===== src/rab_pkg.sv =====
// shared types and constants for the ray versus box slab test
`timescale 1ns / 1ps
`default_nettype none
package rab_pkg;

  // field widths
  localparam int unsigned CRD_W  = 32;
  localparam int unsigned DIR_W  = 18;
  localparam int unsigned DIFF_W = 33;
  localparam int unsigned EPS_W  = 17;
  localparam int unsigned T_W    = 32;
  localparam int unsigned QUO_W  = 32;

  localparam logic [EPS_W-1:0] EPS_RESET = 17'd7;

  // divider pipeline shape
  localparam int unsigned DIV_SPS    = 2;
  localparam int unsigned DIV_STAGES = QUO_W / DIV_SPS;
  localparam int unsigned DIV_LAT    = DIV_STAGES + 2;

  localparam logic signed [T_W-1:0] T_MAX = 32'sh7FFF_FFFF;
  localparam logic signed [T_W-1:0] T_MIN = 32'sh8000_0000;

  typedef logic signed [T_W-1:0] dist_t;

  // per item axis flags that run beside the dividers
  typedef struct packed {
    logic [2:0] par;
    logic [2:0] pmiss;
  } side_t;

endpackage
`default_nettype wire


===== src/rab_div.sv =====
// pipelined signed fixed point divider with 32 bit saturation
`timescale 1ns / 1ps
`default_nettype none
module rab_div import rab_pkg::*; #(
  parameter int unsigned FRAC_BITS = 16
) (
  input  wire logic                     clk_i,
  input  wire logic signed [DIFF_W-1:0] diff_i,
  input  wire logic signed [DIR_W-1:0]  dir_i,
  output dist_t                         quo_o
);

  localparam int unsigned NUM_W    = DIFF_W + FRAC_BITS;
  localparam int unsigned DEN_SH_W = DIR_W + QUO_W;
  localparam int unsigned CMP_W    = (NUM_W > DEN_SH_W) ? NUM_W : DEN_SH_W;

  logic [NUM_W-1:0] rem_q [DIV_STAGES+1];
  logic [NUM_W-1:0] rem_d [DIV_STAGES];
  logic [DIR_W-1:0] den_q [DIV_STAGES+1];
  logic [QUO_W-1:0] quo_q [DIV_STAGES+1];
  logic [QUO_W-1:0] quo_d [DIV_STAGES];
  logic             neg_q [DIV_STAGES+1];
  logic             ovf_q [DIV_STAGES+1];

  logic [DIFF_W-1:0] mag_n;
  logic [DIR_W-1:0]  mag_d;
  logic [NUM_W-1:0]  num;
  logic              ovf;
  dist_t             sat_d;

  // magnitudes, sign and quotient overflow
  always_comb begin
    mag_n = diff_i[DIFF_W-1] ? DIFF_W'(-diff_i) : DIFF_W'(diff_i);
    mag_d = dir_i[DIR_W-1] ? DIR_W'(-dir_i) : DIR_W'(dir_i);
    num   = {mag_n, {FRAC_BITS{1'b0}}};
    ovf   = CMP_W'(num) >= (CMP_W'(mag_d) << QUO_W);
  end

  always_ff @(posedge clk_i) begin
    rem_q[0] <= num;
    den_q[0] <= mag_d;
    quo_q[0] <= '0;
    neg_q[0] <= diff_i[DIFF_W-1] ^ dir_i[DIR_W-1];
    ovf_q[0] <= ovf;
  end

  // restoring steps, DIV_SPS quotient bits per stage
  for (genvar s = 0; s < DIV_STAGES; s++) begin : g_stage
    always_comb begin
      logic [CMP_W-1:0] r;
      logic [CMP_W-1:0] sh;
      logic [QUO_W-1:0] q;
      r = CMP_W'(rem_q[s]);
      q = quo_q[s];
      for (int j = 0; j < DIV_SPS; j++) begin
        sh = CMP_W'(den_q[s]) << (QUO_W - 1 - s * DIV_SPS - j);
        if (r >= sh) begin
          r = r - sh;
          q[QUO_W - 1 - s * DIV_SPS - j] = 1'b1;
        end
      end
      rem_d[s] = NUM_W'(r);
      quo_d[s] = q;
    end

    always_ff @(posedge clk_i) begin
      rem_q[s+1] <= rem_d[s];
      den_q[s+1] <= den_q[s];
      quo_q[s+1] <= quo_d[s];
      neg_q[s+1] <= neg_q[s];
      ovf_q[s+1] <= ovf_q[s];
    end
  end

  // apply sign and clamp to the 32 bit range
  always_comb begin
    if (!neg_q[DIV_STAGES]) begin
      if (ovf_q[DIV_STAGES] || quo_q[DIV_STAGES][QUO_W-1]) begin
        sat_d = T_MAX;
      end else begin
        sat_d = dist_t'(quo_q[DIV_STAGES]);
      end
    end else begin
      if (ovf_q[DIV_STAGES] ||
          (quo_q[DIV_STAGES][QUO_W-1] && (|quo_q[DIV_STAGES][QUO_W-2:0]))) begin
        sat_d = T_MIN;
      end else begin
        sat_d = dist_t'(-quo_q[DIV_STAGES]);
      end
    end
  end

  always_ff @(posedge clk_i) begin
    quo_o <= sat_d;
  end

endmodule
`default_nettype wire


===== config.mk =====
export PLATFORM = sky130hd
export DESIGN_NAME = rab_div
export DESIGN_NICKNAME = d
export VERILOG_FILES = /design/src/rab_pkg.sv /design/src/rab_div.sv
export SDC_FILE = /design/constraint.sdc
export NUM_CORES = 2
export LEC_CHECK = 0
export BUFFER_PORTS_ARGS = -buffer_cell sky130_fd_sc_hd__buf_2
export CORE_UTILIZATION = 45
export DETAILED_ROUTE_END_ITERATION = 10
export PLACE_DENSITY_LB_ADDON = 0.3
export SLEW_MARGIN = 30
export SYNTH_ARGS = -nofsm -noshare
export SYNTH_HDL_FRONTEND = slang
export SYNTH_SLANG_ARGS = --single-unit

===== constraint.sdc =====
create_clock -name clk_i -period 14.1 [get_ports clk_i]
set_clock_uncertainty 0.15 [all_clocks]
set_input_delay 2.82 -clock clk_i [delete_from_list [all_inputs] [get_ports clk_i]]
set_output_delay 2.82 -clock clk_i [all_outputs]
set_load 0.01 [all_outputs]

==> flow_summary.json <==
{
  "status": "completed",
  "required_ns": 14.61,
  "grt_use_total_pct": 23.52,
  "area_delta_synth_final_pct": 9.860,
  "finalHoldViolCount": 0,
  "fmax_mhz": 124.2,
  "cts_root_buffer": "clkbuf_16",
  "die_h_um": 402.7,
  "grt_pass1_vias": 58930,
  "synth_area_um2": 72240,
  "synth-seq-cells": 1210,
  "layout-drive-gt1-share_pct": 7.250,
  "path_class": "reg -> reg",
  "r2r_slack_ns": 6.05,
  "drtPass1Iterations": 6,
  "finalNonFillerCells": 10850,
  "cts_resized": 0,
  "synth_top_area_share_pct": 33.53,
  "clk_pin_slew_worst_paths_ns": 0.06,
  "postSynth.asyncResetShare_pct": 0,
  "setup_ws_ns": 6.052,
  "cp.buffers_inverters": 5,
  "htreeDepth": 4,
  "critical_path.endpoint": "rem_q[0][666]",
  "clk_latency_ns": 0.79,
  "cts_hold_buf": 0,
  "cp-startpoint": "den_q[0][218]",
  "gp_congestion": 0.9466,
  "fin_crit_sh_pct": 57.08,
  "whs_ns": 0.1482,
  "clk_path_buf_depth": 3,
  "maxSlewHeadroom_pct": 20.73,
  "io_buffer_count": 83,
  "rows": 146,
  "yosys.cell_types.count": 103,
  "drtAntennaViolNets": 0,
  "clkSinkCount": 1210,
  "syn_area_per_cell_um2": 8.394,
  "tns_ns": 0,
  "vias": 62190,
  "drt_iter0_drc": 4479,
  "crit_slowest_cell": "a2111oi_0",
  "cap_violations": 0,
  "rsz0062_at_grt": "false",
  "wl_um": 196700,
  "final_common_cell": "dfxtp_1",
  "period_minus_slack_ns": 8.049,
  "crit_arrival_ns": 8.56,
  "crit_path_max_incr_delay_ns": 1.02,
  "cts_tree": "yes",
  "die_w_um": 402.7,
  "placed_cells": 10610,
  "drv_slew": 0,
  "yosys.area.top_type": "dfxtp_1",
  "crit_path_max_fanout": 35,
  "grt_pass1_wl_um": 311900,
  "fin_nets": 9333,
  "initial_utilization_pct": 45.46,
  "end_kind": "register",
  "synthFlopType": "dfxtp_1",
  "wl_per_cell_um": 18.13,
  "dp_hpwl_um": 157900,
  "via_per_inst": 5.735,
  "synth.net_count": 9271,
  "min_from": "quo_q[1][174]",
  "r2r_start": "den_q[0][218]",
  "post_cts_buffers": 0,
  "overflow": 0,
  "r2r_end": "rem_q[0][666]",
  "synth_edf_count": 0,
  "ff2ff_path_depth": 25,
  "min_path_type": "reg -> reg",
  "pin_count": 84,
  "synth_warnings": 0,
  "die-area_um2": 162200,
  "syn_inst": 8607,
  "seq_area_frac_synth_pct": 33.53,
  "antenna_found_initial": 8,
  "post-place-ws_ns": 6.229,
  "drc": 0,
  "layout_common_cells": "1210 x dfxtp_1, 780 x nand2_1, 698 x nor2_1",
  "synthTopCellsByArea": "dfxtp_1 34%, ha_1 10%, xnor2_1 6.3%",
  "crit_family": "compound AO/OA/AOI/OAI gates",
  "cts_buffers": 134,
  "critPathLaunchType": "register",
  "coreArea_um2": 158900,
  "path_depth": 25,
  "grt_max_degree": 49,
  "worst_pin_slew_ns": 1.159,
  "setup_viol": 0
}
## worst min path at each step
stage | end | slack [ns] | depth (start not counted)
finish | quo_q[1][206] | 0.15 | 0
global route | quo_q[1][113] | 0.15 | 0
CTS | quo_q[1][206] | 0.15 | 0
detailed placement | neg_q[12] | 0.16 | 0
global placement | quo_q[1][213] | 0.16 | 0
floorplan | neg_q[10] | 0.16 | 0
## layer usage
layer	share of wire [%]	up-vias	global-route usage (%)
li1	-	30940	-
met1	46	29180	31.72
met2	45	1760	38.50
met3	5.5	309	3.442
met4	2.7	6	7.491
met5	0.017	-	0
## layout make-up
| type | instances | area (µm²) |
|---|---|---|
| multi-input cells | 6631 | 45160 |
| fillers | 15160 | 79560 |
| diodes | 1 | 2.502 |
| repair buffers | 125 | 730.7 |
| clock buffers | 176 | 3775 |
| inverters | 567 | 2131 |
| well taps | 2072 | 2592 |
| clock inverters | 63 | 754.5 |
| flip-flops and latches | 1210 | 24220 |
## synthesized netlist by cell type, types with 33 or more instances
library cell	n
or3_1	120
o211ai_1	47
or4_1	57
o31a_1	36
a31oi_1	65
a211oi_1	70
and2_1	58
and4_1	33
ha_1	588
xor2_1	252
a21oi_1	567
mux2_2	156
nor2b_1	96
nand2_1	781
clkbuf_1	155
o31ai_1	97
inv_1	557
nor3_1	243
a21boi_0	42
nand3_1	175
a21o_1	221
nor4_1	117
o21a_1	111
nand4_1	133
nor2_1	698
xnor2_1	521
and3_1	77
or2_2	60
o21bai_1	73
o21ai_0	504
o311ai_0	38
dfxtp_1	1210
nand2b_1	111
## state kept, by name, summed over array words and instances (netlist names)
signal and flops:
rem_q 584, den_q 288, quo_q 272, quo_o 32
neg_q 17, ovf_q 17
## stage by stage
step                area [µm²]  util (%)
floorplan                72240         -
global placement         74800     47.07
detailed placement       74820     47.08
CTS                      79350     49.93
global route             79360     49.94
finish                   79370     49.94
## logic make-up (layout without fill, tap and decap cells)
kind of cell	count (synthesis)	count (layout)	share of synthesized area, %
AOI/OAI and AO/OA	2143	2143	19.15
and+or+nand+nor	2921	2921	20.26
xor gates and xnor gates	773	773	9.371
DFF	1210	1210	33.53
muxes	182	182	2.792
other	0	1	0
adders and majority gates	612	612	10.85
buffers and inverters	766	931	4.044
Power is not shown: default switching activity piles up to over one toggle a cycle in this logic, so the estimate is an artifact.
