[src/rab_pkg.sv]
// shared types and constants for the ray versus box slab test
`timescale 1ns / 1ps
`default_nettype none
package rab_pkg;

  // field widths
  localparam int unsigned CRD_W  = 32;
  localparam int unsigned DIR_W  = 18;
  localparam int unsigned DIFF_W = 33;
  localparam int unsigned EPS_W  = 17;
  localparam int unsigned T_W    = 32;
  localparam int unsigned QUO_W  = 32;

  localparam logic [EPS_W-1:0] EPS_RESET = 17'd7;

  // divider pipeline shape
  localparam int unsigned DIV_SPS    = 2;
  localparam int unsigned DIV_STAGES = QUO_W / DIV_SPS;
  localparam int unsigned DIV_LAT    = DIV_STAGES + 2;

  localparam logic signed [T_W-1:0] T_MAX = 32'sh7FFF_FFFF;
  localparam logic signed [T_W-1:0] T_MIN = 32'sh8000_0000;

  typedef logic signed [T_W-1:0] dist_t;

  // per item axis flags that run beside the dividers
  typedef struct packed {
    logic [2:0] par;
    logic [2:0] pmiss;
  } side_t;

endpackage
`default_nettype wire

[src/rab_axis_prep.sv]
// per axis front end: plane offsets and parallel slab test
`timescale 1ns / 1ps
`default_nettype none
module rab_axis_prep import rab_pkg::*; (
  input  wire logic                     clk_i,
  input  wire logic signed [CRD_W-1:0]  origin_i,
  input  wire logic signed [DIR_W-1:0]  dir_i,
  input  wire logic signed [CRD_W-1:0]  box_min_i,
  input  wire logic signed [CRD_W-1:0]  box_max_i,
  input  wire logic [EPS_W-1:0]         eps_i,
  output logic signed [DIFF_W-1:0]      diff_lo_o,
  output logic signed [DIFF_W-1:0]      diff_hi_o,
  output logic signed [DIR_W-1:0]       dir_o,
  output logic                          par_o,
  output logic                          pmiss_o
);

  logic [DIR_W-1:0] mag;
  logic             par_d;
  logic             pmiss_d;

  // parallel test and slab containment
  always_comb begin
    mag     = dir_i[DIR_W-1] ? DIR_W'(-dir_i) : DIR_W'(dir_i);
    par_d   = (dir_i == '0) || (mag < DIR_W'(eps_i));
    pmiss_d = par_d && ((origin_i < box_min_i) || (origin_i > box_max_i));
  end

  always_ff @(posedge clk_i) begin
    diff_lo_o <= DIFF_W'(box_min_i) - DIFF_W'(origin_i);
    diff_hi_o <= DIFF_W'(box_max_i) - DIFF_W'(origin_i);
    dir_o     <= dir_i;
    par_o     <= par_d;
    pmiss_o   <= pmiss_d;
  end

endmodule
`default_nettype wire

[config.mk]
export PLATFORM = sky130hd
export DESIGN_NAME = rab_axis_prep
export DESIGN_NICKNAME = d
export VERILOG_FILES = /design/src/rab_pkg.sv /design/src/rab_axis_prep.sv
export SDC_FILE = /design/constraint.sdc
export NUM_CORES = 1
export LEC_CHECK = 0
export ABC_AREA = 1
export BUFFER_PORTS_ARGS = -buffer_cell sky130_fd_sc_hd__buf_2
export CAP_MARGIN = 5
export CORE_ASPECT_RATIO = 0.9
export CORE_UTILIZATION = 40
export CTS_CLUSTER_SIZE = 30
export DETAILED_ROUTE_END_ITERATION = 7
export PLACE_DENSITY = 0.68
export SLEW_MARGIN = 15
export SYNTH_ARGS = -nofsm -noshare
export SYNTH_HDL_FRONTEND = slang
export SYNTH_SLANG_ARGS = --single-unit
[constraint.sdc]
create_clock -name clk_i -period 2.72 [get_ports clk_i]
set_input_delay 0.544 -clock clk_i [delete_from_list [all_inputs] [get_ports clk_i]]
set_output_delay 0.544 -clock clk_i [all_outputs]
set_load 0.01 [all_outputs]
==> results of run 1 <==
-- cells in the mapped netlist, drive strengths merged --
| cell type | instances | area share [%] |
|---|---|---|
| a211oi | 1 | 0.11 |
| a21boi | 4 | 0.56 |
| a21o | 6 | 0.67 |
| a21oi | 88 | 6.6 |
| a31oi | 7 | 0.65 |
| buf | 1 | 0.17 |
| clkbuf | 1 | 0.056 |
| clkinv | 2 | 0.11 |
| dfxtp | 86 | 26 |
| fa | 2 | 0.59 |
| ha | 83 | 15 |
| inv | 144 | 8.0 |
| nand2 | 244 | 14 |
| nand3 | 38 | 3.3 |
| nand3b | 1 | 0.11 |
| nand4 | 5 | 0.46 |
| nor2 | 98 | 5.7 |
| nor3 | 19 | 1.8 |
| nor4 | 3 | 0.37 |
| nor4b | 1 | 0.13 |
| o2111ai | 2 | 0.26 |
| o211ai | 4 | 0.59 |
| o21a | 7 | 0.78 |
| o21ai | 39 | 3.1 |
| o21bai | 12 | 1.9 |
| o22ai | 1 | 0.093 |
| o311ai | 1 | 0.13 |
| o31ai | 1 | 0.19 |
| xnor2 | 16 | 2.1 |
| xor2 | 50 | 6.5 |
-- worst max path at each step --
stage	to	start	slack, ns	depth (start not counted)
3_5_place_dp	pmiss_o$_DFF_P_	dir_i[1]	-0.14	23
3_3_place_gp	pmiss_o$_DFF_P_	dir_i[1]	-0.04	23
5_1_grt	pmiss_o$_DFF_P_	dir_i[1]	0.04	22
2_1_floorplan	pmiss_o$_DFF_P_	dir_i[0]	0.22	22
6_report	pmiss_o$_DFF_P_	dir_i[1]	0.25	23
4_1_cts	pmiss_o$_DFF_P_	dir_i[1]	0.23	23
-- routing by layer --
| metal | track usage, % | part of all wire (%) | up-vias |
|---|---|---|---|
| met5 | 0 | 0 | - |
| met1 | 31.8 | 46 | 3124 |
| li1 | - | - | 3631 |
| met2 | 37.9 | 45 | 258 |
| met3 | 3.79 | 7.0 | 27 |
| met4 | 7.52 | 2.3 | 0 |
-- cell families after synthesis --
| group | Yosys count | synth area share [%] |
|---|---|---|
| flip-flops | 86 | 25.5 |
| buffers and inverters | 148 | 8.35 |
| AND/OR/NAND/NOR | 409 | 25.8 |
| XOR/XNOR | 66 | 8.58 |
| AO/OA/AOI/OAI | 173 | 15.7 |
| adder cells (fa/ha/maj) | 85 | 16.0 |
-- layout make-up --
class / count / share of cell area [%]
Multi-Input combinational cell: 733 / 52.3
Sequential cell: 86 / 20.2
Timing Repair Buffer: 231 / 14.0
Inverter: 146 / 6.43
Tap cell: 207 / 3.04
Clock buffer: 10 / 2.80
Clock inverter: 6 / 1.15
Antenna cell: 4 / 0.117
-- placed cells by master (no fill, tap or decap), types with 4 or more instances in the layout --
cell type / count
nand3_1: 31
buf_4: 14
nand2_2: 9
xnor2_1: 16
a31oi_1: 7
xor2_1: 50
o21bai_2: 4
o21a_1: 7
nand4_1: 5
nor2_2: 7
o21bai_1: 6
nor2_1: 91
ha_1: 83
buf_2: 217
dfxtp_1: 86
diode_2: 4
a21oi_1: 86
nand3_2: 7
nand2_1: 235
nor3_1: 15
clkbuf_16: 9
a21o_1: 6
inv_1: 143
o21ai_0: 34
o21ai_2: 4
-- flip-flops by register name (all words and copies together), names as in the netlist --
register,cells
diff_lo_o,33
par_o,1
dir_o,18
diff_hi_o,33
pmiss_o,1
-- report_power, final --
part	internal, W	switching [W]	total (W)
Combinational	0.000651	0.000977	0.00163
Sequential	0.00150	0.0000541	0.00155
Clock	0.000846	0.000552	0.00140
-- per-stage QoR --
step                      hold WS, ns  util (%)
after floorplan                 0.572         -
after global placement          0.663      50.2
after detailed placement        0.668      50.2
after CTS                       0.299      52.2
after global routing            0.300      52.3
final                           0.310      52.3
==> out/results.txt, run 1 <==
The floorplan step defined a core boundary enclosing 16300 um2. On the critical path the largest part of the delay comes from simple AND/OR/NAND/NOR gates. The DRC violation count after routing is 10, and the overall fraction of global-route tracks in use is 23.5%. The total placed cells including tap cells is 1403, and the cell area after synthesis is 6740 um2. Entering global routing, the biggest net connects 17 pins.

The vertical die dimension is 125 um, and the total of hold buffers inserted after clock tree synthesis is 0. The most numerous cell type found on the critical path is nand2_1. The count of buffers added on input and output ports is 217.

The run gives 1672 as the count of fill cells added during filler insertion. TritonCTS built the clock tree. The endpoint with the worst hold slack was dir_o[16]$_DFF_P_.

Along the worst path, the maximum fanout reaches 3. The post-synthesis average cell area is 6.97 um2, and the initial detailed-routing violation count is 458. The cell with the largest stage delay on the worst path was ha_1. STA puts the critical path data arrival time at 2.72 ns.

The final clock period utilization by the worst path is 90.8%, and the highest attainable clock frequency is 405 MHz. The routed design could run at a clock period as short as 2.47 ns. The final cell count without fillers was 1423.

The initial utilization of the core area, before any placement, comes to 41.4%. The highest ir drop seen on vdd came out at 0.349 mV. The critical path goes through buf_2 -> inv_1 -> ha_1 -> inv_1 -> nor2_2 -> nand3_2 -> nor3_4 -> nor2_1 -> xor2_1 -> ha_1 -> nand2_1 -> nor2_1 -> nand3_1 -> nand3_1 -> nand2_1 -> nand2_1 -> nand2_1 -> nand2_1 -> nand2_1 -> nand2_1 -> nand2_1 -> nand2_1 -> inv_1. In this run, CTS created clock tree buffers numbering 9. By startpoint and endpoint, the worst setup path is classified as input pin to register. The post-route netlist has 24.2% of its cells at a drive strength greater than 1. Setup slack closes at 0.251 ns. Pre-CTS setup slack: -0.140 ns. The run finished, with violations left.

The worst hold path begins at dir_i[16]. The register area came out at 1720 um2. The finished cells cover 8520 um2.

Cell row count: 44. The worst setup path is captured at a register. The run gives 0 as the final hold violation count.

Summed over all cells, the static leakage comes to 4.60 nW. At the end of routability-driven placement, the weighted congestion stood at 0.951. The routed via count divided by cell count came out at 4.95. For the combined area of the multi-input logic cells, the log shows 4460 um2. The worst pin sits at a relative slew slack of 77.9%. Synthesis inferred 86 register bits. The clock passes through at most 2 buffers. The sequential element share of the synthesized area was 25.5%; the power density of the placed cells was 537 nW/um2. The total I/O pin count came out at 218.

The clock net in this run drives a total of 86 sinks. The synthesized netlist contains 45 unique library cells. The first-pass GRT wire length came out at 31900 um.

The tool flagged a number of max-cap violations equal to 0. The tools report the initial antenna violation count as 4. The total iterations of the first detailed-routing run was 8; the via count of the first global-routing pass was 6483. The tools report the setup violation total in the final timing report as 0. Summed over all layers, the global routing overflow is 0.

Setup repair after global routing left no endpoint under its margin. The run gives 0 as the number of post-CTS setup repair buffers. For this block, the via count after detailed routing is 7040. The logs give 0 for the number of max-slew violations in the final report and 17400 um2 for the die area. Clock-pin slew was measured on the worst setup and hold paths at 0.06 ns. Setup total negative slack on the finished layout was measured at 0 ns. For this run, the slowest stage of the critical path takes 0.27 ns. The worst hold path cell count came out at 1.

For the required time at the worst-slack endpoint, the log shows 2.97 ns. For the detailed placement HPWL, the log shows 17400 um. The gate count after technology mapping came out at 967. The number of buffer and inverter instances along the worst setup path was 4; the total design power was 0.00458 W. The worst setup path is launched from an input pin. Relative to the synthesized area, the layout overhead comes to 26.5%.

The min-delay analysis places its worst path in the category input pin to register. Dividing the detail-routed wire length by the instance count gives 14.2 um. The count of antenna-violating nets left after detailed routing is 0, and the floorplan die width is 139 um. For the pin with the worst max-slew slack, the measured transition is 0.329 ns. The tools report the placement-stage cell area as 8170 um2. Post-CTS repair changed the size of 0 cells. For the count of yosys warnings during synthesis, the log shows 0. The number of nets in the synthesized netlist is 1184. Sum of routed wire length over all layers: 20200 um.

Master cell of the clock root buffer: clkbuf_16. The final layout net count was 1424. The level count of the clock H-tree came out at 3. The final reports fail on DRC.
Power figures use the tool's default switching activity.
==> inputs of run 2 (changes only) <==
--- a/config.mk
+++ b/config.mk
@@ -7,7 +7,6 @@
 export LEC_CHECK = 0
 export ABC_AREA = 1
 export BUFFER_PORTS_ARGS = -buffer_cell sky130_fd_sc_hd__buf_2
-export CAP_MARGIN = 5
 export CORE_ASPECT_RATIO = 0.9
 export CORE_UTILIZATION = 40
 export CTS_CLUSTER_SIZE = 30
==> constraint.sdc (replaced) <==
create_clock -name clk_i -period 2.03 [get_ports clk_i]
set_input_delay 0.406 -clock clk_i [delete_from_list [all_inputs] [get_ports clk_i]]
set_output_delay 0.406 -clock clk_i [all_outputs]
set_load 0.01 [all_outputs]
==> out/results.txt, run 2 (synthesized netlist as in run 1, its figures left out) <==
Measured along the x axis, the die boundary spans 139 um. Hold repair after CTS inserted 0 buffers. The total overflow left after global routing is 0.

The cell row count was 44. The wire-length estimate of the detail-placed layout is 19300 um. Entering global routing, the biggest net connects 16 pins. Global routing consumed, over all layers together, 26.2% of the routing resources. Port buffering added 217 buffers.

For the final RePlAce weighted congestion, the log shows 0.939. The library cells used most frequently in the layout, excluding fill and tap cells, are 233 x nand2_1, 215 x buf_2, 169 x buf_4. The checks that failed: DRC, setup timing. From bottom edge to top edge, the die measures 125 um. Cells with a size suffix above 1 make up 33.6% of the layout. The class of the tightest hold or removal check was input pin to register. The effective utilization at floorplan came out at 41.4%.

Largest fanout on the critical path: 3. The tools report the count of antenna-violating nets left after detailed routing as 0. Setup repair after global routing could not meet its margin everywhere. Count of max-cap constraint violations: 0. The first global-routing pass estimated 35800 um of wire. The tools report the number of clock sinks seen by CTS as 86. STA classifies the critical path startpoint as an input pin. The final layout net count is 1579, and the sum of routed wire length over all layers is 22500 um. The total negative setup slack came out at -0.224 ns.

Highest ir drop seen on vdd: 0.451 mV. By startpoint and endpoint, the worst setup path is classified as input pin to register. The number of max-slew violations in the final report is 0, and the CTS clock-pin slew for the worst setup and hold paths is 0.07 ns.

For this design the top-level I/O count stands at 218. Most crowded layer after global routing: met2. The run finished, with violations left.

The global routing usage on met1 was 34.7%; the final core utilization was 59.8%. The DRC violation count after routing was 9. The tree is rooted in a clkbuf_16. The initial detailed-routing violation count was 454. Dividing the detail-routed wire length by the instance count gives 14.3 um.

The final period demand of the worst path is 2.18 ns. The largest registers in the layout are diff_hi_o (33), diff_lo_o (33), dir_o (18). The worst setup path is captured at a register. Setup violations remaining at the end of the flow were counted as 2. For the initial antenna violation count, the log shows 4. After routing the design area is 9740 um2. For the level count of the clock H-tree, the log shows 3. The logs give 459 MHz for the highest attainable clock frequency and 2.43 ns for the data arrival time at the worst-slack endpoint.

The final clock period utilization by the worst path is 107%, and the worst slew slack as a fraction of its limit is 75.1%. Global routing consumed, on the met3 layer, 4.14% of the routing resources. The logs give 0 for the final hold violation count and 16300 um2 for the area of the core.

Worst-case setup margin in the final layout: -0.150 ns. In this run the deepest clock path goes through 2 buffers. After detailed routing, the number of vias per cell comes to 4.85. For the via count of the first global-routing pass, the log shows 7388. The most common cell after layout, fill and taps aside is nand2_1. For the required time at the worst-slack endpoint, the log shows 2.28 ns.

For this run, the detailed router's first-pass iteration total came to 8. The power density of the placed cells was 665 nW/um2. The die covers 17400 um2. For the placement-stage cell area, the log shows 9320 um2.

The worst-margin pin slew works out to 0.369 ns. The static leakage is 5.33 nW, and the global-route track usage on met2 is 43.2%. The relative area change from synthesis to final layout is 44.6%, and the number of buffers added by the clock tree synthesis step is 9. For this block, the via count after detailed routing is 7661.

TritonCTS built the clock tree.
## run 2: final timing paths
path,depth (start not counted),slack [ns],end,start
worst max-delay path,23,-0.15,pmiss_o$_DFF_P_,dir_i[0]
worst min-delay path,1,0.17,dir_o[16]$_DFF_P_,dir_i[16]
## run 2: metrics by stage
stage                     total power, W  instances  hold WS [ns]  setup WS [ns]
after global routing             0.00686       1578         0.164         -0.388
after CTS                        0.00646       1572         0.160         -0.142
after floorplan                  0.00347        967         0.434         -0.213
final                            0.00647       1578         0.175         -0.150
after global placement           0.00465       1553         0.526         -0.512
after detailed placement         0.00468       1553         0.528         -0.578
## run 2: timing repair
| item | in CTS | in global routing |
|---|---|---|
| endpoints found under the setup margin | 2 | 8 |
| setup buffers | 3 | 2 |
| resized for setup | 6 | 11 |
| cloned | 0 | 0 |
| pin swaps | 0 | 3 |
## run 2: report_power, final
group	internal, W	switching [W]	leakage [nW]
combinational	0.00120	0.00143	4.46
clock	0.00100	0.000759	0.144
sequential	0.00201	0.0000762	0.726
total	0.00421	0.00226	5.33
## run 2: cell type report
class                   instances  area [um2]
fillers                      1576        6550
repair buffers                386        2370
inverters                     146         553
flip-flops and latches         86        1720
well taps                     207         259
clock inverters                 5        65.1
multi-input cells             733        4520
clock buffers                  11         243
diodes                          4        10.0
## run 2: critical path, stage by stage
cell	delay [ns]
buf_8	0.10
inv_4	0.05
ha_4	0.13
inv_2	0.04
nor2_4	0.09
nand3_2	0.10
nor3_4	0.21
nor2_2	0.06
xor2_1	0.15
ha_1	0.28
nand2_2	0.06
nor2_2	0.14
nand3_1	0.10
nand3_2	0.07
nand2_1	0.05
nand2_1	0.06
nand2_1	0.05
nand2_1	0.05
nand2_1	0.04
nand2_1	0.05
nand2_1	0.06
nand2_1	0.05
inv_1	0.03
## run 2: metal layers
| metal | up-vias | routed length (um) | part of all wire, % |
|---|---|---|---|
| met5 | - | 0 | 0 |
| met4 | 0 | 554 | 2.5 |
| met3 | 31 | 1260 | 5.6 |
| met2 | 256 | 10200 | 45 |
| met1 | 3435 | 10500 | 46 |
| li1 | 3939 | - | - |
