## src/rab_pkg.sv

```systemverilog
// shared types and constants for the ray versus box slab test
`timescale 1ns / 1ps
`default_nettype none
package rab_pkg;

  // field widths
  localparam int unsigned CRD_W  = 32;
  localparam int unsigned DIR_W  = 18;
  localparam int unsigned DIFF_W = 33;
  localparam int unsigned EPS_W  = 17;
  localparam int unsigned T_W    = 32;
  localparam int unsigned QUO_W  = 32;

  localparam logic [EPS_W-1:0] EPS_RESET = 17'd7;

  // divider pipeline shape
  localparam int unsigned DIV_SPS    = 2;
  localparam int unsigned DIV_STAGES = QUO_W / DIV_SPS;
  localparam int unsigned DIV_LAT    = DIV_STAGES + 2;

  localparam logic signed [T_W-1:0] T_MAX = 32'sh7FFF_FFFF;
  localparam logic signed [T_W-1:0] T_MIN = 32'sh8000_0000;

  typedef logic signed [T_W-1:0] dist_t;

  // per item axis flags that run beside the dividers
  typedef struct packed {
    logic [2:0] par;
    logic [2:0] pmiss;
  } side_t;

endpackage
`default_nettype wire

```

## src/rab_fold.sv

```systemverilog
// orders plane distances, folds near and far, decides hit
`timescale 1ns / 1ps
`default_nettype none
module rab_fold import rab_pkg::*; (
  input  wire logic  clk_i,
  input  wire logic  rst_ni,
  input  wire logic  valid_i,
  input  wire dist_t t_lo_i [3],
  input  wire dist_t t_hi_i [3],
  input  wire side_t side_i,
  output logic       valid_o,
  output logic       hit_o,
  output dist_t      t_near_o,
  output dist_t      t_far_o
);

  dist_t near_a_d [3];
  dist_t far_a_d  [3];
  dist_t near_a_q [3];
  dist_t far_a_q  [3];
  logic  miss_a_q;
  logic  va_q;

  dist_t near_b_d;
  dist_t far_b_d;
  dist_t near_b_q;
  dist_t far_b_q;
  logic  miss_b_q;
  logic  vb_q;

  logic  miss_c;

  // order each axis pair, parallel axes stay neutral
  always_comb begin
    for (int a = 0; a < 3; a++) begin
      if (side_i.par[a]) begin
        near_a_d[a] = T_MIN;
        far_a_d[a]  = T_MAX;
      end else if (t_lo_i[a] > t_hi_i[a]) begin
        near_a_d[a] = t_hi_i[a];
        far_a_d[a]  = t_lo_i[a];
      end else begin
        near_a_d[a] = t_lo_i[a];
        far_a_d[a]  = t_hi_i[a];
      end
    end
  end

  always_ff @(posedge clk_i) begin
    near_a_q <= near_a_d;
    far_a_q  <= far_a_d;
    miss_a_q <= |side_i.pmiss;
  end

  // largest near and smallest far over the axes
  always_comb begin
    near_b_d = near_a_q[0];
    far_b_d  = far_a_q[0];
    for (int a = 1; a < 3; a++) begin
      if (near_a_q[a] > near_b_d) begin
        near_b_d = near_a_q[a];
      end
      if (far_a_q[a] < far_b_d) begin
        far_b_d = far_a_q[a];
      end
    end
  end

  always_ff @(posedge clk_i) begin
    near_b_q <= near_b_d;
    far_b_q  <= far_b_d;
    miss_b_q <= miss_a_q;
  end

  // final hit decision, distances cleared on a miss
  assign miss_c = miss_b_q || (far_b_q < near_b_q) || far_b_q[T_W-1];

  always_ff @(posedge clk_i) begin
    hit_o    <= !miss_c;
    t_near_o <= miss_c ? '0 : near_b_q;
    t_far_o  <= miss_c ? '0 : far_b_q;
  end

  // valid line
  always_ff @(posedge clk_i or negedge rst_ni) begin
    if (!rst_ni) begin
      va_q    <= 1'b0;
      vb_q    <= 1'b0;
      valid_o <= 1'b0;
    end else begin
      va_q    <= valid_i;
      vb_q    <= va_q;
      valid_o <= vb_q;
    end
  end

endmodule
`default_nettype wire

```

## config.mk

```make
export PLATFORM = sky130hd
export DESIGN_NAME = rab_fold
export DESIGN_NICKNAME = d
export VERILOG_FILES = /design/src/rab_pkg.sv /design/src/rab_fold.sv
export SDC_FILE = /design/constraint.sdc
export NUM_CORES = 1
export LEC_CHECK = 0
export ABC_AREA = 1
export BUFFER_PORTS_ARGS = -buffer_cell sky130_fd_sc_hd__buf_2
export CORE_ASPECT_RATIO = 1.2
export CORE_MARGIN = 2
export CORE_UTILIZATION = 45
export DETAILED_ROUTE_END_ITERATION = 6
export PLACE_DENSITY_LB_ADDON = 0.2
export SKIP_CTS_REPAIR_TIMING = 1
export SYNTH_ARGS = -nofsm -noshare
export SYNTH_HDL_FRONTEND = slang
export SYNTH_SLANG_ARGS = --single-unit
```

## constraint.sdc

```tcl
create_clock -name clk_i -period 7.9 [get_ports clk_i]
set_input_delay 0.395 -clock clk_i [delete_from_list [all_inputs] [get_ports clk_i]]
set_output_delay 0.395 -clock clk_i [all_outputs]
set_load 0.05 [all_outputs]
```

==> results of run 1 <==
-- through the flow --
stage | hold WS (ns) | cell area, µm² | setup WS (ns)
after floorplan | 0.0994 | 17300 | 3.98
after global placement | 0.188 | 18900 | 1.49
after detailed placement | 0.193 | 18900 | 1.34
after CTS | -0.344 | 20000 | 1.31
after global routing | 0.0802 | 20000 | 0.951
final | 0.0809 | 20000 | 1.47
-- registers in the layout (all words and copies together) (netlist names) --
name      count
far_a_q      96
t_far_o      32
far_b_q      32
hit_o         1
vb_q          1
near_b_q     32
va_q          1
valid_o       1
miss_b_q      1
near_a_q     96
miss_a_q      1
t_near_o     32
-- worst max path at each step --
stage	from	endpoint	slack, ns	depth (start not counted)
final	near_a_q[95]$_SDFF_PP1_	near_b_q[6]$_DFF_P_	1.47	22
after global routing	near_a_q[95]$_SDFF_PP1_	near_b_q[1]$_DFF_P_	0.95	23
after CTS	near_a_q[95]$_SDFF_PP1_	near_b_q[6]$_DFF_P_	1.31	22
after detailed placement	near_a_q[95]$_SDFF_PP1_	near_b_q[6]$_DFF_P_	1.34	22
after global placement	near_a_q[95]$_SDFF_PP1_	near_b_q[7]$_DFF_P_	1.49	22
after floorplan	near_a_q[65]$_SDFF_PP0_	near_b_q[17]$_DFF_P_	3.98	26
-- logic make-up (layout without fill, tap and decap cells) --
logic type | after synthesis | in the layout | synth area share (%)
buffers and inverters | 412 | 655 | 9.60
AO/OA/AOI/OAI | 573 | 573 | 18.7
other | 1 | 1 | 0.0216
flip-flops | 326 | 326 | 37.7
adder cells (fa/ha/maj) | 253 | 253 | 18.3
AND/OR/NAND/NOR | 619 | 619 | 15.6
XOR/XNOR | 1 | 1 | 0.0505
-- routing by layer --
layer / vias to the layer above / track usage [%] / routed length, µm
met4: 0 / 5.92 / 926
met3: 54 / 3.09 / 2590
met2: 407 / 36.4 / 20100
met1: 6680 / 30.9 / 21700
met5: - / 0 / 0
li1: 7798 / - / -
-- area by class of cell --
cell class                 instances  area, µm²
tap                              480        601
clock inverter                    11        163
clock buffer                      49        998
inverter                         319       1200
multi-input combinational       1447       9130
fill                            3642      17800
timing repair buffer             276       1410
sequential                       326       6540
-- power by group through the flow --
stage          Combinational [mW]  Clock (mW)  Sequential (mW)
3_5_place_dp                 2.39           0             2.18
3_3_place_gp                 2.31           0             2.19
6_report                     2.41        1.65             2.15
4_1_cts                      2.41        1.69             2.15
5_1_grt                      2.77        1.75             2.18
2_1_floorplan                1.74           0             2.27
-- layout by cell type (no fill, tap or decap), types with 13 or more instances in the layout --
| master | count |
|---|---|
| nand4_1 | 17 |
| buf_2 | 266 |
| dfxtp_1 | 323 |
| inv_1 | 308 |
| nor2_1 | 101 |
| o21ai_0 | 188 |
| o21ai_1 | 34 |
| or2_2 | 30 |
| nand3_1 | 97 |
| a21oi_1 | 214 |
| nand2_1 | 336 |
| nor3_1 | 13 |
| o211ai_1 | 103 |
| ha_1 | 253 |
| clkbuf_16 | 35 |
==> results.sh, run 1 <==
export IMPL_run_status="finished clean"
export IMPL_h_tree_depth=2
export IMPL_critPathBufInv=3
export IMPL_post_synth_top_count_cell="nand2_1"
export IMPL_critPathMaxFanout=62
export IMPL_fin_total_pwr_mw=6.21
export IMPL_relSlewSlack_pct=13.9
export IMPL_cts_max_path_buffers=3
export IMPL_skew_ns=0.0276
export IMPL_reg2reg_slack_ns=1.47
export IMPL_ys_ff_latch=326
export IMPL_rows=78
export IMPL_whs_endpoint="miss_a_q$_DFF_P_"
export IMPL_tightestPinTransition_ns=1.26
export IMPL_dp_hpwl_um=37300
export IMPL_start_util_pct=45.8
export IMPL_worstSkewPairLatency_ns=0.52
export IMPL_hold_start="side_i[2]"
export IMPL_overflow=0
export IMPL_period_share_pct=81.4
export IMPL_powerDensity_nw_per_um2=310
export IMPL_critPathTopFamily="compound AO/OA/AOI/OAI gates"
export IMPL_final_setup_tns_ns=0
export IMPL_crit_chain="inv_1 -> ha_1 -> nand4_1 -> nor4_1 -> inv_1 -> nor4_2 -> o21ai_1 -> nand3_1 -> nand3b_2 -> o21ai_0 -> ha_1 -> a21oi_1 -> o21ai_1 -> a21oi_1 -> nor2_1 -> o21ai_1 -> a21oi_1 -> a2111oi_0 -> a21o_1 -> nand3_1 -> inv_2 -> o21ai_1"
export IMPL_grt_usage_pct=22.3
export IMPL_critPathRequiredTime_ns=8.24
export IMPL_io_pin_count=267
export IMPL_nets=2858
export IMPL_first_iter_violations=771
export IMPL_worstRegToRegCells=22
export IMPL_synth_cell_types=46
export IMPL_diodes=0
export IMPL_synth_enable_flop_cells=0
export IMPL_dp_cells=2846
export IMPL_numCtsBuffers=34
export IMPL_wl_per_cell_um=15.6
export IMPL_cts_tree="built"
export IMPL_path_clk_slew_ns=0.06
export IMPL_period_minus_slack_ns=6.43
export IMPL_worst_setup_path_type="register to register"
export IMPL_grt_pass1_wl_um=70700
export IMPL_syn_to_final_growth_pct=15.6
export IMPL_max_freq_ghz=0.155
export IMPL_hold_path_depth=2
export IMPL_rr_startpoint="near_a_q[95]$_SDFF_PP1_"
export IMPL_synth_common_cells="nand2_1, dfxtp_1, inv_1"
export IMPL_max_cap_violations=0
export IMPL_synth_largest_area_cell="dfxtp_1"
export IMPL_layout_cells_non_filler=2908
export IMPL_grt_pass1_vias=13900
export IMPL_viasPerCell=5.14
export IMPL_netlist_area_um2=17300
export IMPL_vias=14900
export IMPL_power_frac_seq_pct=34.6
export IMPL_cp_common_cell="o21ai_1"
export IMPL_synthTopCellsByArea="dfxtp_1, ha_1, nand2_1"
export IMPL_cp_start_kind="register"
export IMPL_combPwrFrac_pct=38.8
export IMPL_synth_seq_area_share_pct=37.7
export IMPL_synth_avg_cell_area_um2=7.93
export IMPL_ys_warn_count=0
export IMPL_synth_nets=2639
export IMPL_internal_power_mw=3.80
export IMPL_dr_pass1_iters=5
export IMPL_core_area_um2=37900
export IMPL_die_h_um=219
export IMPL_cts_root_buf="clkbuf_16"
export IMPL_ys_flop_type="dfxtp_1"
export IMPL_worst_setup_path_end_kind="register"
export IMPL_cts_sinks=326
export IMPL_p_sw_share_pct=38.8
export IMPL_cp_slowest_cell="a2111oi_0"
export IMPL_cellLeakagePower_nw=10.2
export IMPL_syn_inst=2185
export IMPL_critical_path_arrival_ns=6.77
export IMPL_rsz0062_at_grt="no"
export IMPL_maxSlewViolCount=0
export IMPL_synth_top_area_share_pct=37.3
export IMPL_die_area_um2=40100
export IMPL_gp_congestion=0.880
export IMPL_p_clk_share_pct=26.6
export IMPL_utilization_pct=52.9
export IMPL_hold_violations=0
export IMPL_max_vdd_ir_drop_uv=163
export IMPL_hold_class="input port to register"
export IMPL_grt_start_max_net_pins=117
export IMPL_power_switching_mw=2.41
export IMPL_die_w_um=183
export IMPL_antenna_found_initial=0
export IMPL_port_buffers=266
export IMPL_drc_errors=0
export IMPL_antenna_left=0
export IMPL_drive_gt1_share_pct=15.7
export IMPL_max_stage_delay_ns=0.99
export IMPL_async_flop_share_pct=0.920
export IMPL_wirelength_um=45300
export IMPL_worstReg2RegEnd="near_b_q[6]$_DFF_P_"
export IMPL_setup_viol=0
(Power assumes the default switching activity.)
==> run 2, diff against run 1 <==
==> constraint.sdc (replaced) <==
create_clock -name clk_i -period 6.3 [get_ports clk_i]
set_input_delay 0.315 -clock clk_i [delete_from_list [all_inputs] [get_ports clk_i]]
set_output_delay 0.315 -clock clk_i [all_outputs]
set_load 0.05 [all_outputs]
==> results.sh, run 2 (same netlist as run 1, synthesis figures left out) <==
export IMPL_vias=14900
export IMPL_first_iter_violations=792
export IMPL_die_w_um=183
export IMPL_cts_sinks=326
export IMPL_grt_usage_pct=22.3
export IMPL_grt_pass1_vias=14100
export IMPL_cts_tree="built"
export IMPL_antenna_left=0
export IMPL_worstReg2RegEnd="near_b_q[30]$_DFF_P_"
export IMPL_port_buffers=266
export IMPL_dp_hpwl_um=37000
export IMPL_fin_total_pwr_mw=8.08
export IMPL_final_common_cell="nand2_1"
export IMPL_nets=2868
export IMPL_cp_slowest_cell="a2111oi_1"
export IMPL_maxSlewViolCount=0
export IMPL_hold_path_depth=3
export IMPL_final_area_um2=20300
export IMPL_h_tree_depth=2
export IMPL_internal_power_mw=5.01
export IMPL_antenna_found_initial=0
export IMPL_reg2reg_slack_ns=0.74
export IMPL_combPwrFrac_pct=38.4
export IMPL_start_util_pct=45.8
export IMPL_top_regs="far_a_q: 96 flops, near_a_q: 96 flops"
export IMPL_numCtsBuffers=35
export IMPL_critPathTopFamily="compound AO/OA/AOI/OAI gates"
export IMPL_cellLeakagePower_nw=10.3
export IMPL_overflow=0
export IMPL_diodes=0
export IMPL_max_vdd_ir_drop_uv=219
export IMPL_critPathRequiredTime_ns=6.72
export IMPL_final_setup_tns_ns=0
export IMPL_gp_congestion=0.897
export IMPL_grt_pass1_wl_um=70900
export IMPL_power_switching_mw=3.08
export IMPL_worstSkewPairLatency_ns=0.52
export IMPL_dpl_instance_area_um2=18900
export IMPL_period_minus_slack_ns=5.56
export IMPL_powerDensity_nw_per_um2=399
export IMPL_syn_to_final_growth_pct=17.0
export IMPL_path_clk_slew_ns=0.07
export IMPL_core_area_um2=37900
export IMPL_wirelength_um=45500
export IMPL_hold_class="input port to register"
export IMPL_cts_max_path_buffers=3
export IMPL_power_frac_seq_pct=33.4
export IMPL_dr_pass1_iters=5
export IMPL_skew_ns=0.0174
export IMPL_crit_chain="inv_1 -> ha_1 -> nand4_1 -> nor4_1 -> inv_1 -> nor4_2 -> o21ai_1 -> nand3_1 -> nand3b_2 -> o21ai_0 -> ha_1 -> a21oi_1 -> o21ai_1 -> a21oi_1 -> nor2_1 -> o21ai_1 -> a21oi_1 -> a2111oi_1 -> a21o_1 -> nand3_1 -> inv_4 -> nand2_1 -> o21ai_0"
export IMPL_critical_path_arrival_ns=5.99
export IMPL_cp_start_kind="register"
export IMPL_worst_setup_path_end_kind="register"
export IMPL_critPathMaxFanout=62
export IMPL_max_freq_ghz=0.180
export IMPL_rsz0062_at_grt="no"
export IMPL_period_share_pct=88.3
export IMPL_die_h_um=219
export IMPL_p_clk_share_pct=28.2
export IMPL_setup_viol=0
export IMPL_io_pin_count=267
export IMPL_drive_gt1_share_pct=16.2
export IMPL_wl_per_cell_um=15.6
export IMPL_max_stage_delay_ns=0.55
export IMPL_n_fill_cell=3554
export IMPL_utilization_pct=53.5
export IMPL_p_sw_share_pct=38.1
export IMPL_mostFrequentLayoutCells="nand2_1, dfxtp_1, inv_1, buf_2, ha_1"
export IMPL_rr_startpoint="near_a_q[95]$_SDFF_PP1_"
export IMPL_critPathBufInv=3
export IMPL_run_status="finished clean"
export IMPL_hold_start="t_lo_i[19]"
export IMPL_die_area_um2=40100
export IMPL_relSlewSlack_pct=30.8
export IMPL_cts_root_buf="clkbuf_16"
export IMPL_worstRegToRegCells=23
export IMPL_hold_violations=0
export IMPL_whs_endpoint="far_a_q[19]$_SDFF_PP1_"
export IMPL_viasPerCell=5.10
export IMPL_tightestPinTransition_ns=1.04
export IMPL_drc_errors=0
export IMPL_grt_start_max_net_pins=82
export IMPL_worst_setup_path_type="register to register"
export IMPL_max_cap_violations=0
export IMPL_rows=78
run 2: layout make-up:
type / instances / area (µm²) / share of cell area (%)
Clock buffer: 43 / 990 / 4.88
Clock inverter: 18 / 303 / 1.49
Inverter: 319 / 1200 / 5.92
Multi-Input combinational cell: 1447 / 9130 / 45.0
Sequential cell: 326 / 6540 / 32.3
Tap cell: 480 / 601 / 2.96
Timing Repair Buffer: 285 / 1510 / 7.44
run 2: worst min-delay path, cell delays in order:
cell      delay [ns]
buf_2           0.10
nand2_1         0.05
o211ai_1        0.06
run 2: worst max path at each step:
stage / startpoint / to / slack, ns / cells past startpoint
CTS: near_a_q[95]$_SDFF_PP1_ / near_b_q[30]$_DFF_P_ / 0.26 / 22
floorplan: near_a_q[65]$_SDFF_PP0_ / near_b_q[17]$_DFF_P_ / 2.38 / 26
finish: near_a_q[95]$_SDFF_PP1_ / near_b_q[30]$_DFF_P_ / 0.74 / 23
global route: near_a_q[95]$_SDFF_PP1_ / near_b_q[30]$_DFF_P_ / 0.12 / 23
global placement: near_a_q[95]$_SDFF_PP1_ / near_b_q[29]$_DFF_P_ / 0.65 / 23
detailed placement: near_a_q[95]$_SDFF_PP1_ / near_b_q[30]$_DFF_P_ / 0.35 / 22
run 2: through the flow:
| step | setup WS [ns] | cells | hold slack, ns |
|---|---|---|---|
| 4_1_cts | 0.258 | 2914 | -0.444 |
| 6_report | 0.735 | 2918 | 0.0417 |
| 3_3_place_gp | 0.646 | 2853 | 0.108 |
| 3_5_place_dp | 0.347 | 2853 | 0.113 |
| 2_1_floorplan | 2.38 | 2185 | 0.0194 |
| 5_1_grt | 0.121 | 2918 | 0.0432 |
run 2: metal layers:
layer | GRT usage (%) | up-vias | wire length (µm)
met3 | 2.84 | 81 | 2180
met2 | 35.9 | 395 | 19800
met5 | 0 | - | 0
met1 | 30.6 | 6583 | 21900
li1 | - | 7828 | -
met4 | 8.16 | 0 | 1550
run 2: power groups by stage:
stage                     Sequential (mW)  Combinational [mW]  Clock [mW]
final                                2.70                3.11        2.28
after global routing                 2.73                3.55        2.40
after CTS                            2.69                3.10        2.32
after detailed placement             2.74                3.07           0
after global placement               2.74                2.96           0
after floorplan                      2.85                2.18           0
==> run 3, diff against run 2 <==
--- a/config.mk
+++ b/config.mk
@@ -11,7 +11,7 @@
 export CORE_MARGIN = 2
 export CORE_UTILIZATION = 45
 export DETAILED_ROUTE_END_ITERATION = 6
-export PLACE_DENSITY_LB_ADDON = 0.2
+export PLACE_DENSITY_LB_ADDON = 0.08
 export SKIP_CTS_REPAIR_TIMING = 1
 export SYNTH_ARGS = -nofsm -noshare
 export SYNTH_HDL_FRONTEND = slang
==> results.sh, run 3 (same netlist as run 1, synthesis figures left out) <==
export IMPL_worst_setup_path_type="register to register"
export IMPL_gp_congestion=0.896
export IMPL_top_regs="far_a_q: 96 flops, near_a_q: 96 flops"
export IMPL_whs_ns=0.0354
export IMPL_die_area_um2=40100
export IMPL_fin_total_pwr_mw=7.69
export IMPL_antenna_found_initial=0
export IMPL_period_share_pct=90.5
export IMPL_grt_start_max_net_pins=121
export IMPL_hold_path_depth=3
export IMPL_cp_slowest_cell="a2111oi_1"
export IMPL_syn_to_final_growth_pct=15.7
export IMPL_cp_common_cell="o21ai_1"
export IMPL_tightestPinTransition_ns=1.05
export IMPL_overflow=0
export IMPL_grt_pass1_vias=13800
export IMPL_mostFrequentLayoutCells="nand2_1, dfxtp_1, inv_1, buf_2, ha_1"
export IMPL_run_status="finished clean"
export IMPL_maxSlewViolCount=0
export IMPL_grt_usage_pct=22.2
export IMPL_h_tree_depth=2
export IMPL_drc_errors=0
export IMPL_relSlewSlack_pct=30.0
export IMPL_hold_violations=0
export IMPL_nets=2870
export IMPL_worst_setup_path_end_kind="register"
export IMPL_dr_pass1_iters=5
export IMPL_max_cap_violations=0
export IMPL_grt_pass1_wl_um=70600
export IMPL_first_iter_violations=734
export IMPL_vias=14800
export IMPL_die_h_um=219
export IMPL_max_stage_delay_ns=0.54
export IMPL_rsz0062_at_grt="no"
export IMPL_io_pin_count=267
export IMPL_dp_hpwl_um=36700
export IMPL_setup_viol=0
export IMPL_cts_tree="built"
export IMPL_numCtsBuffers=35
export IMPL_utilization_pct=53.0
export IMPL_port_buffers=266
export IMPL_critical_path_arrival_ns=6.15
export IMPL_n_fill_cell=3630
export IMPL_antenna_left=0
export IMPL_max_vdd_ir_drop_uv=179
export IMPL_worstSkewPairLatency_ns=0.53
export IMPL_critPathRequiredTime_ns=6.75
export IMPL_powerDensity_nw_per_um2=383
export IMPL_diodes=0
export IMPL_cp_start_kind="register"
export IMPL_max_freq_ghz=0.175
export IMPL_drive_gt1_share_pct=16.1
export IMPL_critPathMaxFanout=38
export IMPL_die_w_um=183
export IMPL_start_util_pct=45.8
export IMPL_final_common_cell="nand2_1"
export IMPL_cts_sinks=326
export IMPL_cts_root_buf="clkbuf_16"
export IMPL_period_minus_slack_ns=5.70
export IMPL_wirelength_um=44400
export IMPL_rows=78
export IMPL_path_clk_slew_ns=0.06
export IMPL_hold_class="input port to register"
export IMPL_cellLeakagePower_nw=10.2
export IMPL_cts_max_path_buffers=3
export IMPL_worstRegToRegCells=26
export IMPL_wl_per_cell_um=15.2
export IMPL_skew_ns=0.0278
export IMPL_final_setup_tns_ns=0
export IMPL_viasPerCell=5.06
export IMPL_core_area_um2=37900
[run 3: path summary, 6_finish.rpt]
path                                          from               endpoint  slack (ns)
setup / recovery           near_a_q[95]$_SDFF_PP1_    near_b_q[7]$_DFF_P_        0.60
hold reg to reg                   miss_a_q$_DFF_P_       miss_b_q$_DFF_P_        0.35
setup reg to reg           near_a_q[95]$_SDFF_PP1_    near_b_q[7]$_DFF_P_        0.60
hold / removal                           t_lo_i[5]  far_a_q[5]$_SDFF_PP1_        0.04
min in group asynchronous                   rst_ni      valid_o$_DFF_PN0_        0.11
max in group asynchronous                   rst_ni         va_q$_DFF_PN0_        6.09
[run 3: layer usage]
| layer | share of wire, % | up-vias | track usage, % |
|---|---|---|---|
| met5 | 0 | - | 0 |
| met2 | 43 | 393 | 35.6 |
| met4 | 2.1 | 0 | 5.92 |
| met3 | 4.7 | 52 | 2.52 |
| met1 | 50 | 6501 | 31.6 |
| li1 | - | 7820 | - |
[run 3: critical path: cells and delay by family, from the launching register on]
kind                     cells  cell delay, ns
AND/OR/NAND/NOR              9            1.72
AO/OA/AOI/OAI               10            1.64
buffers and inverters        5            1.27
adder cells (fa/ha/maj)      2            0.68
flip-flops                   1            0.31
[run 3: area by class of cell]
cell class                      count  area (µm²)  share of cell area (%)
Tap cell                          480         601                    3.00
Timing Repair Buffer              287        1500                    7.48
Clock inverter                     15         124                   0.618
Inverter                          319        1200                    5.97
Clock buffer                       44         961                    4.79
Multi-Input combinational cell   1447        9130                    45.5
Sequential cell                   326        6540                    32.6
[run 3: where the power goes]
group | internal (mW) | leakage (nW) | total, mW | switching (mW)
logic | 1.05 | 6.98 | 3.06 | 2.02
clock network | 1.12 | 0.536 | 1.94 | 0.820
registers | 2.48 | 2.72 | 2.68 | 0.192
[run 3: stage by stage]
stage / setup slack (ns) / area, µm² / std cells
floorplan: 2.38 / 17300 / 2185
global placement: 0.655 / 18900 / 2855
detailed placement: 0.406 / 18900 / 2855
CTS: 0.388 / 20000 / 2914
global route: 0.0249 / 20100 / 2918
finish: 0.596 / 20100 / 2918
